## config.mk

```make
export PLATFORM = sky130hd
export DESIGN_NAME = tsp_ctrl
export DESIGN_NICKNAME = d
export VERILOG_FILES = /design/src/rtl/core/thinning_subpass_3x3_assert.svh /design/src/rtl/core/tsp_pkg.sv /design/src/rtl/core/tsp_ctrl.sv
export SDC_FILE = /design/constraint.sdc
export NUM_CORES = 1
export LEC_CHECK = 0
export BUFFER_PORTS_ARGS = -buffer_cell sky130_fd_sc_hd__buf_4
export CAP_MARGIN = 15
export CORE_ASPECT_RATIO = 1.4
export CORE_MARGIN = 1.5
export CORE_UTILIZATION = 40
export DETAILED_ROUTE_END_ITERATION = 6
export PLACE_DENSITY_LB_ADDON = 0.08
export SYNTH_ARGS = -nofsm -noshare
export SYNTH_HDL_FRONTEND = slang
export SYNTH_SLANG_ARGS = --single-unit
```

## constraint.sdc

```tcl
create_clock -name i_clk -period 5.4 [get_ports i_clk]
set_input_delay 0.27 -clock i_clk [delete_from_list [all_inputs] [get_ports i_clk]]
set_output_delay 0.27 -clock i_clk [all_outputs]
set_load 0.01 [all_outputs]
```

## src/rtl/core/thinning_subpass_3x3_assert.svh

```systemverilog
// ----------------------------------------------------------------------------
// thinning_subpass_3x3 assertion macros
// Shared concurrent assertion forms for the thinning sub-pass block.
// ----------------------------------------------------------------------------
`ifndef THINNING_SUBPASS_3X3_ASSERT_SVH
`define THINNING_SUBPASS_3X3_ASSERT_SVH

// same-cycle implication, held off during reset
`define TSP_ASSERT_NOW(lbl, clk, rst_n, ante, cons) \
    lbl: assert property (@(posedge clk) disable iff (!rst_n) (ante) |-> (cons)) \
        else $error("thinning_subpass_3x3: same-cycle check failed");

// next-cycle implication, held off during reset
`define TSP_ASSERT_NEXT(lbl, clk, rst_n, ante, cons) \
    lbl: assert property (@(posedge clk) disable iff (!rst_n) (ante) |=> (cons)) \
        else $error("thinning_subpass_3x3: next-cycle check failed");

`endif

```

## src/rtl/core/tsp_pkg.sv

```systemverilog
// ----------------------------------------------------------------------------
// tsp_pkg
// Types, constants and the thinning decision shared by the sub-pass modules.
// ----------------------------------------------------------------------------
package tsp_pkg;

    // widest row the line stores hold
    localparam int MAX_WIDTH = 1024;

    localparam int COL_W  = $clog2(MAX_WIDTH);      // column index / store address
    localparam int UW_W   = $clog2(MAX_WIDTH + 1);  // used width, holds MAX_WIDTH
    localparam int PEND_W = $clog2(MAX_WIDTH + 2);  // drain count, holds width + 1

    localparam int PIX_W       = 8;
    localparam int ROW_W       = 16;
    localparam int WIDTH_FLD_W = 11;
    localparam int CFG_DATA_W  = 16;
    localparam int CFG_IDX_W   = 2;

    localparam int MIN_DIM      = 3;
    localparam int RESET_WIDTH  = (640 > MAX_WIDTH) ? MAX_WIDTH : 640;
    localparam int RESET_HEIGHT = 480;

    localparam logic [PIX_W-1:0] FG_VALUE = 8'd255;
    localparam logic [3:0]       MIN_NB   = 4'd2;
    localparam logic [3:0]       MAX_NB   = 4'd6;

    typedef enum logic {
        CMD_PIXEL = 1'b0,
        CMD_FLUSH = 1'b1
    } t_cmd;

    typedef enum logic [CFG_IDX_W-1:0] {
        CFG_WIDTH    = 2'd0,
        CFG_HEIGHT   = 2'd1,
        CFG_SUB_PASS = 2'd2
    } t_cfg_idx;

    // per-beat control decided at accept time
    typedef struct packed {
        logic             is_flush;
        logic             produce;
        logic             thin_en;
        logic             last;
        logic             from_mem;
        logic [COL_W-1:0] addr;
    } t_item_ctl;

    function automatic logic is_fg(input logic [PIX_W-1:0] v);
        return v == FG_VALUE;
    endfunction

    // nb[0..7] = P2..P9 around the ring
    function automatic logic thin_delete(input logic [7:0] nb, input logic sel);
        logic [3:0] cnt;
        logic [3:0] steps;
        logic       a;
        logic       b;
        cnt   = '0;
        steps = '0;
        for (int i = 0; i < 8; i++) begin
            cnt = cnt + {3'b000, nb[i]};
            if (!nb[i] && nb[(i + 1) % 8]) begin
                steps = steps + 4'd1;
            end
        end
        if (!sel) begin
            a = nb[0] & nb[2] & nb[4];
            b = nb[2] & nb[4] & nb[6];
        end else begin
            a = nb[0] & nb[2] & nb[6];
            b = nb[0] & nb[4] & nb[6];
        end
        return (cnt >= MIN_NB) && (cnt <= MAX_NB) && (steps == 4'd1) && !a && !b;
    endfunction

endpackage

```

## src/rtl/core/tsp_ctrl.sv

```systemverilog
// ----------------------------------------------------------------------------
// tsp_ctrl
// Configuration registers, raster position and drain count; decides what
// each accepted beat does and where it reads the line stores.
// ----------------------------------------------------------------------------
module tsp_ctrl (
    input  logic                              i_clk,
    input  logic                              i_rst_n,
    input  logic                              i_cfg_valid,
    output logic                              o_cfg_ready,
    input  logic [tsp_pkg::CFG_IDX_W-1:0]     i_cfg_index,
    input  logic [tsp_pkg::CFG_DATA_W-1:0]    i_cfg_data,
    input  logic                              i_accept,
    input  logic                              i_command,
    output tsp_pkg::t_item_ctl                o_ctl,
    output logic                              o_sel
);

    logic [tsp_pkg::UW_W-1:0]   r_width;
    logic [tsp_pkg::ROW_W-1:0]  r_height;
    logic                       r_sel;
    logic [tsp_pkg::COL_W-1:0]  r_col;
    logic [tsp_pkg::ROW_W-1:0]  r_row;
    logic [tsp_pkg::PEND_W-1:0] r_pend;

    logic                           restart_px;
    logic [tsp_pkg::COL_W-1:0]      col_e;
    logic [tsp_pkg::ROW_W-1:0]      row_e;
    logic [tsp_pkg::UW_W-1:0]       col_nx;
    logic                           wrap;
    logic [tsp_pkg::ROW_W:0]        row_nx;
    logic                           last_row;
    logic [tsp_pkg::PEND_W-1:0]     pend_full;
    logic [tsp_pkg::PEND_W-1:0]     fl_addr;
    logic [tsp_pkg::WIDTH_FLD_W-1:0] wv;
    logic [tsp_pkg::UW_W-1:0]       w_clamped;
    logic [tsp_pkg::ROW_W-1:0]      h_clamped;
    logic                           cfg_wr;

    assign o_cfg_ready = 1'b1;
    assign cfg_wr      = i_cfg_valid;
    assign o_sel       = r_sel;

    always_comb begin
        wv = i_cfg_data[tsp_pkg::WIDTH_FLD_W-1:0];
        if (wv < tsp_pkg::WIDTH_FLD_W'(tsp_pkg::MIN_DIM)) begin
            w_clamped = tsp_pkg::UW_W'(tsp_pkg::MIN_DIM);
        end else if (32'(wv) > tsp_pkg::MAX_WIDTH) begin
            w_clamped = tsp_pkg::UW_W'(tsp_pkg::MAX_WIDTH);
        end else begin
            w_clamped = tsp_pkg::UW_W'(wv);
        end
        if (i_cfg_data[tsp_pkg::ROW_W-1:0] < tsp_pkg::ROW_W'(tsp_pkg::MIN_DIM)) begin
            h_clamped = tsp_pkg::ROW_W'(tsp_pkg::MIN_DIM);
        end else begin
            h_clamped = i_cfg_data[tsp_pkg::ROW_W-1:0];
        end
    end

    always_comb begin
        // a pixel after the frame ended starts a new frame
        restart_px = (r_row >= r_height);
        col_e      = restart_px ? '0 : r_col;
        row_e      = restart_px ? '0 : r_row;
        col_nx     = tsp_pkg::UW_W'(col_e) + tsp_pkg::UW_W'(1);
        wrap       = (col_nx >= r_width);
        row_nx     = {1'b0, row_e} + (tsp_pkg::ROW_W + 1)'(1);
        last_row   = (row_nx >= {1'b0, r_height});
        pend_full  = tsp_pkg::PEND_W'(r_width) + tsp_pkg::PEND_W'(1);
        fl_addr    = tsp_pkg::PEND_W'(r_width) - r_pend;

        o_ctl = '0;
        if (i_command == tsp_pkg::CMD_FLUSH) begin
            o_ctl.is_flush = 1'b1;
            o_ctl.produce  = (r_pend != '0);
            o_ctl.last     = (r_pend == tsp_pkg::PEND_W'(1));
            // first drained beat is the last column two rows up, held in the window
            o_ctl.from_mem = (r_pend != pend_full);
            o_ctl.addr     = fl_addr[tsp_pkg::COL_W-1:0];
        end else begin
            if (col_e == '0) begin
                o_ctl.produce = (row_e >= tsp_pkg::ROW_W'(2));
            end else begin
                o_ctl.produce = (row_e >= tsp_pkg::ROW_W'(1));
            end
            o_ctl.thin_en = (row_e >= tsp_pkg::ROW_W'(2)) && (col_e >= tsp_pkg::COL_W'(2));
            o_ctl.addr    = col_e;
        end
    end

    always_ff @(posedge i_clk) begin
        if (!i_rst_n) begin
            r_width  <= tsp_pkg::UW_W'(tsp_pkg::RESET_WIDTH);
            r_height <= tsp_pkg::ROW_W'(tsp_pkg::RESET_HEIGHT);
            r_sel    <= 1'b0;
            r_col    <= '0;
            r_row    <= '0;
            r_pend   <= '0;
        end else if (cfg_wr) begin
            case (i_cfg_index)
                tsp_pkg::CFG_WIDTH: begin
                    r_width <= w_clamped;
                    r_col   <= '0;
                    r_row   <= '0;
                    r_pend  <= '0;
                end
                tsp_pkg::CFG_HEIGHT: begin
                    r_height <= h_clamped;
                    r_col    <= '0;
                    r_row    <= '0;
                    r_pend   <= '0;
                end
                tsp_pkg::CFG_SUB_PASS: begin
                    r_sel <= i_cfg_data[0];
                end
                default: begin
                end
            endcase
        end else if (i_accept) begin
            if (i_command == tsp_pkg::CMD_FLUSH) begin
                if (r_pend != '0) begin
                    r_pend <= r_pend - tsp_pkg::PEND_W'(1);
                    if (r_pend == tsp_pkg::PEND_W'(1)) begin
                        r_row <= '0;
                        r_col <= '0;
                    end
                end
            end else begin
                r_col  <= wrap ? '0 : col_nx[tsp_pkg::COL_W-1:0];
                r_row  <= wrap ? row_nx[tsp_pkg::ROW_W-1:0] : row_e;
                r_pend <= (wrap && last_row) ? pend_full : '0;
            end
        end
    end

endmodule

```

* After elaboration in Yosys (flattened, before gate mapping)
Index checks and enable logic that the tools add are counted.
Operators by class: add/subtract/negate cells 5, $lt $le $gt $ge 9, equality and inequality tests 7, muxes and demuxes 31, reductions and logical operators 12
Operator list (count):
- two-way mux 16 bit | 9
- two-way mux 10 bit | 9
- two-way mux 11 bit | 8
- adder 16 x 1 -> 17 bit, second input constant | 1
- >= comparator 17 x 16 -> 1 bit | 1
- >= comparator 16 x 1 -> 1 bit, second input constant | 1
- >= comparator 16 bit | 1
- >= comparator 16 x 2 -> 1 bit, second input constant | 1
- less-than comparator 16 x 2 -> 1 bit, second input constant | 1
- adder 10 x 1 -> 11 bit, second input constant | 1
- adder 11 x 1 -> 11 bit, second input constant | 1
- equality test 11 x 1 -> 1 bit, second input constant | 1
- >= comparator 11 bit | 1
- greater-than comparator 11 bit, second input constant | 1
- less-than comparator 11 x 2 -> 1 bit, second input constant | 1
- != test 11 bit | 1
- nonzero test 11 bit | 1
- subtractor 11 x 1 -> 11 bit, second input constant | 1
- >= comparator 10 x 2 -> 1 bit, second input constant | 1
- zero test 10 bit | 1
- subtractor 10 bit | 1
- != test 3 x 2 -> 1 bit, second input constant | 2
- AND reduction 2 bit | 3
- two-way mux 1 bit | 4
- 10 further kinds | 11
Word-level totals: bits in registers 65

* Logic depth before layout (Yosys ltp)
Gate-level depths: netlist of run 1.
depth in word-level cells 9, depth in mapped cells 23, depth with buffers taken out 22

* Least setup slack after synthesis of run 1
Ideal clock, no wire load.
kind register -> register, start register r_row[2] (netlist name), end register r_pend[5] (netlist name), data arrival time 4131 ps, path slack 1132 ps, cell stages (with the launch flop) 23, path buffers 1, clock period less this slack 4268 ps, cells stage by stage dfxtp_1 -> ha_1 -> a211o_1 -> a31oi_1 -> o21ai_1 -> a211oi_4 -> buf_2 -> nand2_1 -> inv_1 -> ha_1 -> and4_1 -> nand2b_1 -> nor2_1 -> nand4_1 -> xor2_1 -> nor2_1 -> ha_1 -> a211oi_1 -> o21ai_0 -> a31oi_1 -> a21oi_1 -> o2111ai_4 -> o221ai_1
On the way: word-level cells in the longest chain between the ends 9, elaborated cells on any way between the ends 12, those cells by class add/sub: 2; order compare: 3; mux: 6; reduce/logical: 1
Ends and longest elaborated chain:
- start: declaration | line tsp_ctrl.sv:23 | logic [tsp_pkg::ROW_W-1:0] r_row;
- start signal: assignment | line tsp_ctrl.sv:130 | r_row <= wrap ? row_nx[tsp_pkg::ROW_W-1:0] : row_e;
- >= comparator 16 bit | line tsp_ctrl.sv:62 | restart_px = (r_row >= r_height);
- two-way mux 16 bit / two-way mux 10 bit (equally long branches) | line tsp_ctrl.sv:64, tsp_ctrl.sv:63
- adder 16 x 1 -> 17 bit / adder 10 x 1 -> 11 bit (equally long branches) | line tsp_ctrl.sv:67, tsp_ctrl.sv:65
- >= comparator 17 x 16 -> 1 bit / >= comparator 11 bit (equally long branches) | line tsp_ctrl.sv:68, tsp_ctrl.sv:66
- logical AND 1 bit (*) | line tsp_ctrl.sv:131 | r_pend <= (wrap && last_row) ? pend_full : '0;
- two-way mux 11 bit (*) | line tsp_ctrl.sv:131
- two-way mux 11 bit (*) | line tsp_ctrl.sv:120 | if (i_command == tsp_pkg::CMD_FLUSH) begin
- two-way mux 11 bit (*) | line tsp_ctrl.sv:119 | end else if (i_accept) begin
- two-way mux 11 bit (*) | line tsp_ctrl.sv:99 | end else if (cfg_wr) begin
- end signal: assignment | line tsp_ctrl.sv:122 | r_pend <= r_pend - tsp_pkg::PEND_W'(1);
- end signal: assignment | line tsp_ctrl.sv:131
- end: declaration | line tsp_ctrl.sv:24 | logic [tsp_pkg::PEND_W-1:0] r_pend;
Every way passes the cells marked *; elsewhere a longest branch is shown, timed or not. The select of a mux whose other input is x is not followed. A chain may end at the register's enable or synchronous reset.

* Worst setup path in the final report of run 1
start register r_row[7] (netlist name), end register r_pend[5] (netlist name)
Same word-level chain as after synthesis.

==> flow_summary.yaml, run 1 <==
run_status:
  status: "complete, no violations"
finish:
  num-fill-cells: 1320
  final_nets: 791
  finish.cell_count_without_fillers: 862
  area.growth.synth_to_final_pct: 14.19
  multi_input_area_sq_mm: 0.003556
  drive_above_1_share_pct: 10.58
  area.sequential_sq_mm: 0.001303
  diode_insertion_count_for_antenna_repair: 0
pwr:
  peakVddDrop_v: 0.0001241
  pleak_nw: 2.510
  p_sw_share_pct: 28.48
  totalPowerFinal_mw: 1.308
  p_switching_mw: 0.3726
  power_frac_seq_pct: 38.5
  power.density_cell_area_mw_per_mm2: 221.0
  p_int_mw: 0.9354
  power.share.combinational_pct: 16.7
  clockPowerShare_pct: 44.8
logic_synthesis:
  synth-edff-count: 0
  synth_top_cells_by_count: "77 x sky130_fd_sc_hd__nand2_1, 70 x sky130_fd_sc_hd__nor2_1, 65 x sky130_fd_sc_hd__dfxtp_1"
  netlist_area_sq_mm: 0.005184
  synth_top_cell_by_area: "sky130_fd_sc_hd__dfxtp_1"
  yosysTopAreaCellShare_pct: 25.10
  yosysWarningCount: 0
  synthArstFlopShare_pct: 0
  synth_xor_xnor_area_share_pct: 7.434
  muxShareOfSynthArea_pct: 0.9655
  synth-simple-area-share_pct: 22.52
  synth-compound-area-share_pct: 22.18
  count_leader_synth: "sky130_fd_sc_hd__nand2_1"
  synth_unique_cells: 58
  synth_area_leaders: "sky130_fd_sc_hd__dfxtp_1 25%, sky130_fd_sc_hd__ha_1 15%, sky130_fd_sc_hd__nand2_1 5.6%"
  synth_fp_nets: 761
  post_synth_fa_ha_maj_area_fraction_pct: 15.35
  synth-seq-area-share_pct: 25.10
  combinational_family_with_the_most_area_after_synthesis: "simple AND/OR/NAND/NOR gates"
  postSynthAreaPerCell_sq_um: 7.680
  synth_seq_cells: 65
  ys.flop_type: "sky130_fd_sc_hd__dfxtp_1"
  synth_cells: 675
global_route:
  grt_remaining_overflow: 0
  track_usage_pct: 24.13
  grt_first_pass_wirelength_mm: 25.33
  first_global_vias: 4704
  grt_max_degree: 40
  antenna_found_initial: 0
setup_path:
  critPathRequiredTime_ns: 5.60
  critPathMaxFanout: 9
  crit_slowest_cell: "sky130_fd_sc_hd__dfxtp_1"
  critPathArrivalTime_ns: 5.15
  max_stage_delay_ns: 0.44
  critPathKind: "flop to flop"
  critical_path.endpoint_type: "flop"
  setup.worst_path.start_class: "flop"
  worstPathCellList: "ha_1 -> and2_1 -> a221oi_2 -> o21ai_1 -> a211oi_4 -> nand2_1 -> inv_1 -> ha_1 -> and4_1 -> nand2b_1 -> nor2_1 -> nand2_1 -> xor2_1 -> nor2_1 -> ha_1 -> nand2_1 -> o21ai_0 -> a31oi_1 -> a21oi_2 -> o2111ai_4 -> o221ai_1"
  worst-path-buf-inv: 1
  crit_family: "compound AO/OA/AOI/OAI gates"
floorplanning:
  floorplan.die_area_sq_mm: 0.01366
  chip_width_um: 99.21
  initial_core_util_pct: 40.65
  core_area_sq_mm: 0.01275
  die_height_um: 137.7
  floorplan.io_pins: 40
  row_count: 49
timing:
  drv_slew: 0
  totalNegativeSetupSlack_ns: 0
  setup_viol: 0
  finalCritPeriodShare_pct: 91.73
  maxSlewHeadroom_pct: 37.29
  report.final.hold_viol_count: 0
  clock-skew-final_ns: 0.008867
  post-route-worst-setup-slack_ns: 0.4467
  transition_at_the_pin_with_the_smallest_max_transition_slack_ns: 0.9371
  timing.fmax_ghz: 0.2019
  rsz_0062_raised_after_global_routing: "false"
  final_period_minus_worst_setup_slack_ns: 4.953
route:
  wl_per_cell_um: 18.47
  wirelength_mm: 15.92
  count_of_tritonroute_iterations_in_the_first_routing_pass: 5
  dr_total_vias: 4955
  drt_drc_violations_left: 0
  drt_iter0_markers: 256
  route.antenna.remaining_nets: 0
  avg_vias_per_cell: 5.748
hold_path:
  timing.hold.worst.class: "input port to flop"
run:
  drv.max_cap_violation_count: 0
clock_network:
  cts_tree: "done"
  ctsLongestPathBuffers: 2
  cts_inserted_buffers: 9
  cts.sink_count: 65
  cts-htree-levels: 3
  cts_root_buf: "sky130_fd_sc_hd__clkbuf_16"
  clk_latency_ns: 0.34
  clk_pin_slew_worst_paths_ns: 0.06
  cts_hold_repair.buffers: 0
place:
  post-place-ws_ns: 0.2124
  finalWeightedCongestion: 0.8673
  numPortBuffers: 38
  place_hpwl_mm: 12.31
  numPlacedInstances: 844
## path summary, 6_finish.rpt
| check | depth (start not counted) | to | startpoint | slack [ns] |
|---|---|---|---|---|
| hold reg to reg | 2 | r_height[2] | r_height[2] | 0.46 |
| hold / removal | 3 | r_height[8] | i_cfg_data[8] | 0.18 |
| setup / recovery | 21 | r_pend[5] | r_row[7] | 0.45 |
| setup reg to reg | 21 | r_pend[5] | r_row[7] | 0.45 |
## power groups by stage
stage / Sequential (mW) / Clock [mW] / Combinational (mW)
after floorplan: 0.509 / 0 / 0.143
after global placement: 0.514 / 0 / 0.214
after detailed placement: 0.514 / 0 / 0.217
after CTS: 0.504 / 0.597 / 0.218
after global routing: 0.505 / 0.618 / 0.243
final: 0.504 / 0.586 / 0.218
## state kept, by name, summed over array words and instances (netlist names)
register and count:
r_pend 11, r_height 16, r_row 16, o_sel 1, r_col 10, r_width 11
## per-stage QoR
stage                     hold WS (ns)  instance area, sq um  utilization, %
after floorplan                 0.4060                  5184               -
after global placement          0.4459                  5597           43.89
after detailed placement        0.4480                  5597           43.89
after CTS                       0.1723                  5892           46.20
after global routing            0.1961                  5919           46.42
final                           0.1806                  5919           46.42
## layout make-up
cell class              instances  share of cell area (%)
repair buffers                 50                   6.341
inverters                      53                   3.361
multi-input cells             526                   60.07
well taps                     153                   3.234
clock buffers                   9                   3.805
clock inverters                 6                   1.184
flip-flops and latches         65                   22.00
## cells by family after synthesis
kind of cell,count (synthesis)
mux,5
xor+xnor,44
other cells,1
simple gates,249
compound gates,164
buf+inv,84
flops,65
fa+ha+maj,63
## cell usage in the layout (no fill, tap or decap), drive strengths merged, types with 6 or more instances in the layout
cell type and count:
a211oi 8, a21o 8, a21oi 39, a22o 12, a31oi 10, a32oi 7
and3 6, buf 50, clkbuf 9, dfxtp 65, ha 62, inv 53
nand2 77, nand2b 12, nand3 28, nand4 7, nor2 70, nor2b 7
nor3 12, nor4 12, o21ai 27, o221ai 7, xnor2 27, xor2 17
## timing repair
item,4_1_cts,5_1_grt
endpoints found under the setup margin,0,11
gates resized for setup,0,2
setup buffers,0,3
## worst register-to-register path, delay by kind of cell, from the launching register on
kind            cells  cell delay, ns
compound gates      8            1.75
simple gates        8            1.46
fa+ha+maj           3            0.89
flops               1            0.44
buf+inv             1            0.15
xor+xnor            1            0.14
## layer usage
metal | global-route usage (%) | wire [um] | part of all wire [%]
met5 | 0 | 0 | 0
met4 | 9.468 | 479 | 3.0
met3 | 2.993 | 420 | 2.6
met2 | 46.69 | 8606 | 54
met1 | 26.43 | 6412 | 40
Power figures use the tool's default switching activity.
==> inputs of run 2 (changes only) <==
--- a/config.mk
+++ b/config.mk
@@ -11,6 +11,7 @@
 export CORE_MARGIN = 1.5
 export CORE_UTILIZATION = 40
 export DETAILED_ROUTE_END_ITERATION = 6
+export MAX_ROUTING_LAYER = met4
 export PLACE_DENSITY_LB_ADDON = 0.08
 export SYNTH_ARGS = -nofsm -noshare
 export SYNTH_HDL_FRONTEND = slang
==> run 2 against run 1 <==
Via count grew 1.1%. Global-route usage rose by 0.64 points. Combinational power about the same. Design area about the same. Cell count stayed put. Die area did not move. Core utilization about the same. Non-clock buffer count did not move. Critical path depth rose by 1. First-iteration DRC count is 14% lower. Sequential power about the same. Fmax fell by 1.8%.
==> flow_summary.yaml, run 2 (synthesis gave the netlist of run 1 again) <==
setup_path:
  critPathRequiredTime_ns: 5.60
  critPathArrivalTime_ns: 5.24
  crit_slowest_cell: "sky130_fd_sc_hd__dfxtp_1"
  timing.reg2reg.worst_path_depth: 22
  setup.worst_path.start_class: "flop"
  critPathMostFrequentCell: "sky130_fd_sc_hd__ha_1"
  max_stage_delay_ns: 0.50
  worstPathCellList: "ha_1 -> a21o_1 -> a221oi_2 -> o21ai_1 -> a211oi_4 -> buf_4 -> nand2_1 -> inv_1 -> ha_1 -> and4_1 -> nand2b_1 -> nor2_1 -> xnor2_1 -> nor2_1 -> ha_1 -> a21o_1 -> a21oi_1 -> o21ai_0 -> a31oi_1 -> a21oi_2 -> o2111ai_4 -> o221ai_1"
  critPathMaxFanout: 9
  critPathKind: "flop to flop"
  critical_path.endpoint_type: "flop"
timing:
  drv_slew: 0
  clock-skew-final_ns: 0.01255
  timing.fmax_ghz: 0.1983
  final_period_minus_worst_setup_slack_ns: 5.042
  hold_ws_ns: 0.1811
  maxSlewHeadroom_pct: 38.94
  setup_viol: 0
  report.final.hold_viol_count: 0
  finalCritPeriodShare_pct: 93.38
  transition_at_the_pin_with_the_smallest_max_transition_slack_ns: 0.9126
floorplanning:
  core_area_sq_mm: 0.01275
  die_height_um: 137.7
  floorplan.die_area_sq_mm: 0.01366
  row_count: 49
  floorplan.io_pins: 40
  chip_width_um: 99.21
  initial_core_util_pct: 40.65
pwr:
  pleak_nw: 2.508
  peakVddDrop_v: 0.0001165
  totalPowerFinal_mw: 1.305
  power.density_cell_area_mw_per_mm2: 220.4
clock_network:
  cts_tree: "done"
  ctsLongestPathBuffers: 2
  cts_inserted_buffers: 9
  cts_root_buf: "sky130_fd_sc_hd__clkbuf_16"
  cts-htree-levels: 3
  cts.sink_count: 65
  clk_pin_slew_worst_paths_ns: 0.06
  clk_latency_ns: 0.34
finish:
  postLayoutCellArea_sq_mm: 0.005921
  area.sequential_sq_mm: 0.001301
  most-common-layout-cells: "77 x sky130_fd_sc_hd__nand2_1, 69 x sky130_fd_sc_hd__nor2_1, 65 x sky130_fd_sc_hd__dfxtp_1, 62 x sky130_fd_sc_hd__ha_1, 53 x sky130_fd_sc_hd__inv_1"
  diode_insertion_count_for_antenna_repair: 0
  area.growth.synth_to_final_pct: 14.22
  multi_input_area_sq_mm: 0.003558
  largest_registers: "r_height: 16 flops, r_row: 16 flops"
  finish.cell_count_without_fillers: 862
  final_nets: 791
  drive_above_1_share_pct: 10.58
  layout_commonest_cell: "sky130_fd_sc_hd__nand2_1"
  num-fill-cells: 1319
hold_path:
  timing.hold.worst.class: "input port to flop"
  hold_depth: 2
route:
  wl_per_cell_um: 18.46
  avg_vias_per_cell: 5.811
  count_of_tritonroute_iterations_in_the_first_routing_pass: 6
  dr_total_vias: 5009
  route.antenna.remaining_nets: 0
  drt_drc_violations_left: 0
  wirelength_mm: 15.91
  drt_iter0_markers: 220
global_route:
  grt_max_degree: 40
  grt_first_pass_wirelength_mm: 25.16
  first_global_vias: 4758
  track_usage_pct: 24.77
  antenna_found_initial: 0
  grt_remaining_overflow: 0
place:
  numPlacedInstances: 843
  place_hpwl_mm: 12.43
  detailed_place.area_sq_mm: 0.005589
  numPortBuffers: 38
  finalWeightedCongestion: 0.8768
run_status:
  status: "complete, no violations"
run:
  drv.max_cap_violation_count: 0
run 2: cell counts in the layout (fill, tap and decap cells not counted):
Identical to the previous run, type by type.
run 2: cell type report:
class / count / share of cell area, %
timing repair buffer: 50 / 6.340
tap: 153 / 3.233
inverter: 53 / 3.360
clock buffer: 9 / 3.804
sequential: 65 / 21.98
multi-input combinational: 526 / 60.10
clock inverter: 6 / 1.183
run 2: critical path, delay by kind of cell, from the launching register on:
family / cells / cell delay [ns]
AO/OA/AOI/OAI: 11 / 2.18
XOR/XNOR: 1 / 0.07
adder cells (fa/ha/maj): 3 / 0.87
buffers and inverters: 2 / 0.32
flip-flops: 1 / 0.50
AND/OR/NAND/NOR: 5 / 0.97
run 2: final timing paths:
check	startpoint	to	slack [ns]
min	i_cfg_data[9]	r_width[9]	0.18
max reg2reg	r_row[5]	r_pend[5]	0.36
min reg2reg	r_height[2]	r_height[2]	0.45
max	r_row[5]	r_pend[5]	0.36
run 2: per-stage QoR:
step	utilization [%]	setup TNS, ns	setup WS, ns
after global placement	43.83	0	0.3471
final	46.43	0	0.3575
after detailed placement	43.83	0	0.2620
after floorplan	-	0	1.132
after CTS	46.14	0	0.2403
after global routing	46.43	-0.2254	-0.05789
run 2: where the power goes:
group	switching [mW]	internal, mW
registers	0.0133	0.491
logic	0.129	0.0886
clock network	0.227	0.356
total	0.369	0.936
run 2: layer usage:
layer | vias to the layer above | part of all wire, % | global-route usage [%]
met5 | - | 0 | -
met2 | 96 | 54 | 45.93
li1 | 2467 | - | -
met3 | 39 | 2.9 | 2.943
met1 | 2407 | 39 | 25.96
met4 | 0 | 4.4 | 11.97
run 2: repair_timing:
action	in CTS	in global routing
hold buffers	0	0
resized for setup	0	2
setup buffers	0	4
setup endpoints to repair	0	25
==> inputs of run 3 (changes only) <==
--- a/config.mk
+++ b/config.mk
@@ -8,7 +8,6 @@
 export BUFFER_PORTS_ARGS = -buffer_cell sky130_fd_sc_hd__buf_4
 export CAP_MARGIN = 15
 export CORE_ASPECT_RATIO = 1.4
-export CORE_MARGIN = 1.5
 export CORE_UTILIZATION = 40
 export DETAILED_ROUTE_END_ITERATION = 6
 export MAX_ROUTING_LAYER = met4
==> run 3 against run 2 <==
Setup slack improved by 0.15 ns. Power fell by 2.0%. Critical path depth unchanged. Via count is 0.50% lower. Design area decreased by 0.27%. Clock power down 3.9%. Largest power group unchanged. Global-route usage grew 0.51 points. Sequential share of layout area up 0.061 points. The run now ends with design-rule violations left. First-iteration DRC count fell by 6.8%.
==> flow_summary.yaml, run 3 (synthesis gave the netlist of run 1 again) <==
run_status:
  status: "complete, but fails checks"
  violated_checks: "design-rule violations"
route:
  avg_vias_per_cell: 5.789
  wirelength_mm: 15.82
  drt_drc_violations_left: 3
  count_of_tritonroute_iterations_in_the_first_routing_pass: 7
  wl_per_cell_um: 18.37
  drt_iter0_markers: 205
  dr_total_vias: 4984
  route.antenna.remaining_nets: 0
timing:
  transition_at_the_pin_with_the_smallest_max_transition_slack_ns: 0.6531
  rsz_0062_raised_after_global_routing: "false"
  final_period_minus_worst_setup_slack_ns: 4.889
  clock-skew-final_ns: 0.007161
  report.final.hold_viol_count: 0
  setup_viol: 0
  maxSlewHeadroom_pct: 56.46
  timing.fmax_ghz: 0.2046
  finalCritPeriodShare_pct: 90.53
  totalNegativeSetupSlack_ns: 0
  drv_slew: 0
  hold_ws_ns: 0.1788
place:
  detailed_place.area_sq_mm: 0.005593
  place_hpwl_mm: 12.23
  finalWeightedCongestion: 0.8912
  numPortBuffers: 38
clock_network:
  cts.sink_count: 65
  cts-htree-levels: 3
  ctsLongestPathBuffers: 2
  cts_root_buf: "sky130_fd_sc_hd__clkbuf_16"
  cts_inserted_buffers: 9
  cts_tree: "done"
  clk_latency_ns: 0.34
  cts_hold_repair.buffers: 0
  clk_pin_slew_worst_paths_ns: 0.06
floorplanning:
  row_count: 48
  die_height_um: 136.7
  chip_width_um: 98.21
  core_area_sq_mm: 0.01249
  floorplan.die_area_sq_mm: 0.01342
  floorplan.io_pins: 40
  initial_core_util_pct: 41.50
pwr:
  peakVddDrop_v: 0.0001380
  pleak_nw: 2.513
  power.density_cell_area_mw_per_mm2: 216.7
finish:
  num-fill-cells: 1293
  postLayoutCellArea_sq_mm: 0.005904
  most-common-layout-cells: "77 x sky130_fd_sc_hd__nand2_1, 70 x sky130_fd_sc_hd__nor2_1, 65 x sky130_fd_sc_hd__dfxtp_1, 62 x sky130_fd_sc_hd__ha_1, 53 x sky130_fd_sc_hd__inv_1"
  diode_insertion_count_for_antenna_repair: 0
  final_nets: 792
  largest_registers: "r_height: 16 flops, r_row: 16 flops"
  layout_commonest_cell: "sky130_fd_sc_hd__nand2_1"
  drive_above_1_share_pct: 10.69
  area.growth.synth_to_final_pct: 13.90
  finalCoreUtilization_pct: 47.27
setup_path:
  worst-path-buf-inv: 2
  crit-reg2reg-launch: "r_row[5]"
  max_stage_delay_ns: 0.49
  crit_slowest_cell: "sky130_fd_sc_hd__dfxtp_1"
  r2r_slack_ns: 0.51
  timing.reg2reg.worst_path_depth: 22
  crit_family: "compound AO/OA/AOI/OAI gates"
  critPathMostFrequentCell: "sky130_fd_sc_hd__ha_1"
  critical_path.endpoint_type: "flop"
  worst_r2r_endpoint: "r_pend[5]"
  setup.worst_path.start_class: "flop"
  worstPathCellList: "ha_1 -> a21o_1 -> a221oi_2 -> o21ai_1 -> a211oi_4 -> buf_4 -> nand2_1 -> inv_1 -> ha_1 -> and4_1 -> nand2b_1 -> nor2_1 -> nand4_1 -> xor2_1 -> nor2_1 -> ha_1 -> a211oi_1 -> o21ai_0 -> a31oi_1 -> a21oi_1 -> o2111ai_4 -> o221ai_1"
  critPathKind: "flop to flop"
  critPathRequiredTime_ns: 5.60
  critPathArrivalTime_ns: 5.09
  critPathMaxFanout: 9
global_route:
  grt_remaining_overflow: 0
  antenna_found_initial: 0
  first_global_vias: 4929
  grt_first_pass_wirelength_mm: 25.34
  track_usage_pct: 25.28
  grt_max_degree: 39
hold_path:
  hold-path-endpoint: "r_height[8]"
  timing.hold.worst.class: "input port to flop"
  hold_depth: 3
  hold_path.startpoint: "i_cfg_data[8]"
run:
  drv.max_cap_violation_count: 0
[run 3: cell count changes in the layout (fill, tap and decap cells not counted), sizes merged]
| cell | change |
|---|---|
| inv | +2 |
| buf | +1 |
| bufinv | -1 |
| clkinv | +1 |
| clkinvlp | -1 |
[run 3: final cells by class]
| class | count | area (sq um) | share of cell area [%] |
|---|---|---|---|
| clock buffer | 9 | 225.2 | 3.814 |
| clock inverter | 7 | 55.05 | 0.9324 |
| multi-input combinational | 526 | 3553 | 60.18 |
| inverter | 53 | 198.9 | 3.369 |
| tap | 150 | 187.7 | 3.179 |
| sequential | 65 | 1301 | 22.04 |
| timing repair buffer | 51 | 382.9 | 6.484 |
[run 3: how the worst max path moves through the flow]
stage,startpoint,endpoint,cells past startpoint,slack [ns]
floorplan,r_row[2],r_pend[5],22,1.13
global placement,r_row[5],r_row[14],20,0.45
detailed placement,r_row[5],r_row[12],20,0.37
CTS,r_row[5],r_row[12],20,0.34
global route,r_row[5],r_pend[4],22,0.10
finish,r_row[5],r_pend[5],22,0.51
[run 3: metrics by stage]
step                      instances  total power, mW  worst slack, ns
final                           861            1.280           0.5114
after detailed placement        841           0.7298           0.3668
after global placement          841           0.7278           0.4515
after CTS                       857            1.293           0.3418
after global routing            861            1.342           0.1045
after floorplan                 675           0.6516            1.132
[run 3: timing repair]
| action | CTS | global route |
|---|---|---|
| endpoints found under the setup margin | 0 | 21 |
| buffers inserted | 0 | 4 |
| gates resized for setup | 0 | 1 |
[run 3: routing by layer]
layer  track usage [%]  wire length, um  up-vias
met5                 -                0        -
met4             12.69              724        0
met3             3.626              562       43
met2             46.79             8231      121
met1             26.11             6301     2341
li1                  -                -     2479
[run 3: worst min-delay path, stage by stage]
cell                       delay (ns)
sky130_fd_sc_hd__buf_4           0.09
sky130_fd_sc_hd__nand2_1         0.04
sky130_fd_sc_hd__o211ai_1        0.08
[run 3: power breakdown]
group / switching (mW) / leakage (nW) / total, mW / internal, mW
Clock: 0.245 / 0.132 / 0.560 / 0.315
Sequential: 0.0129 / 0.527 / 0.504 / 0.491
Combinational: 0.128 / 1.85 / 0.216 / 0.0886
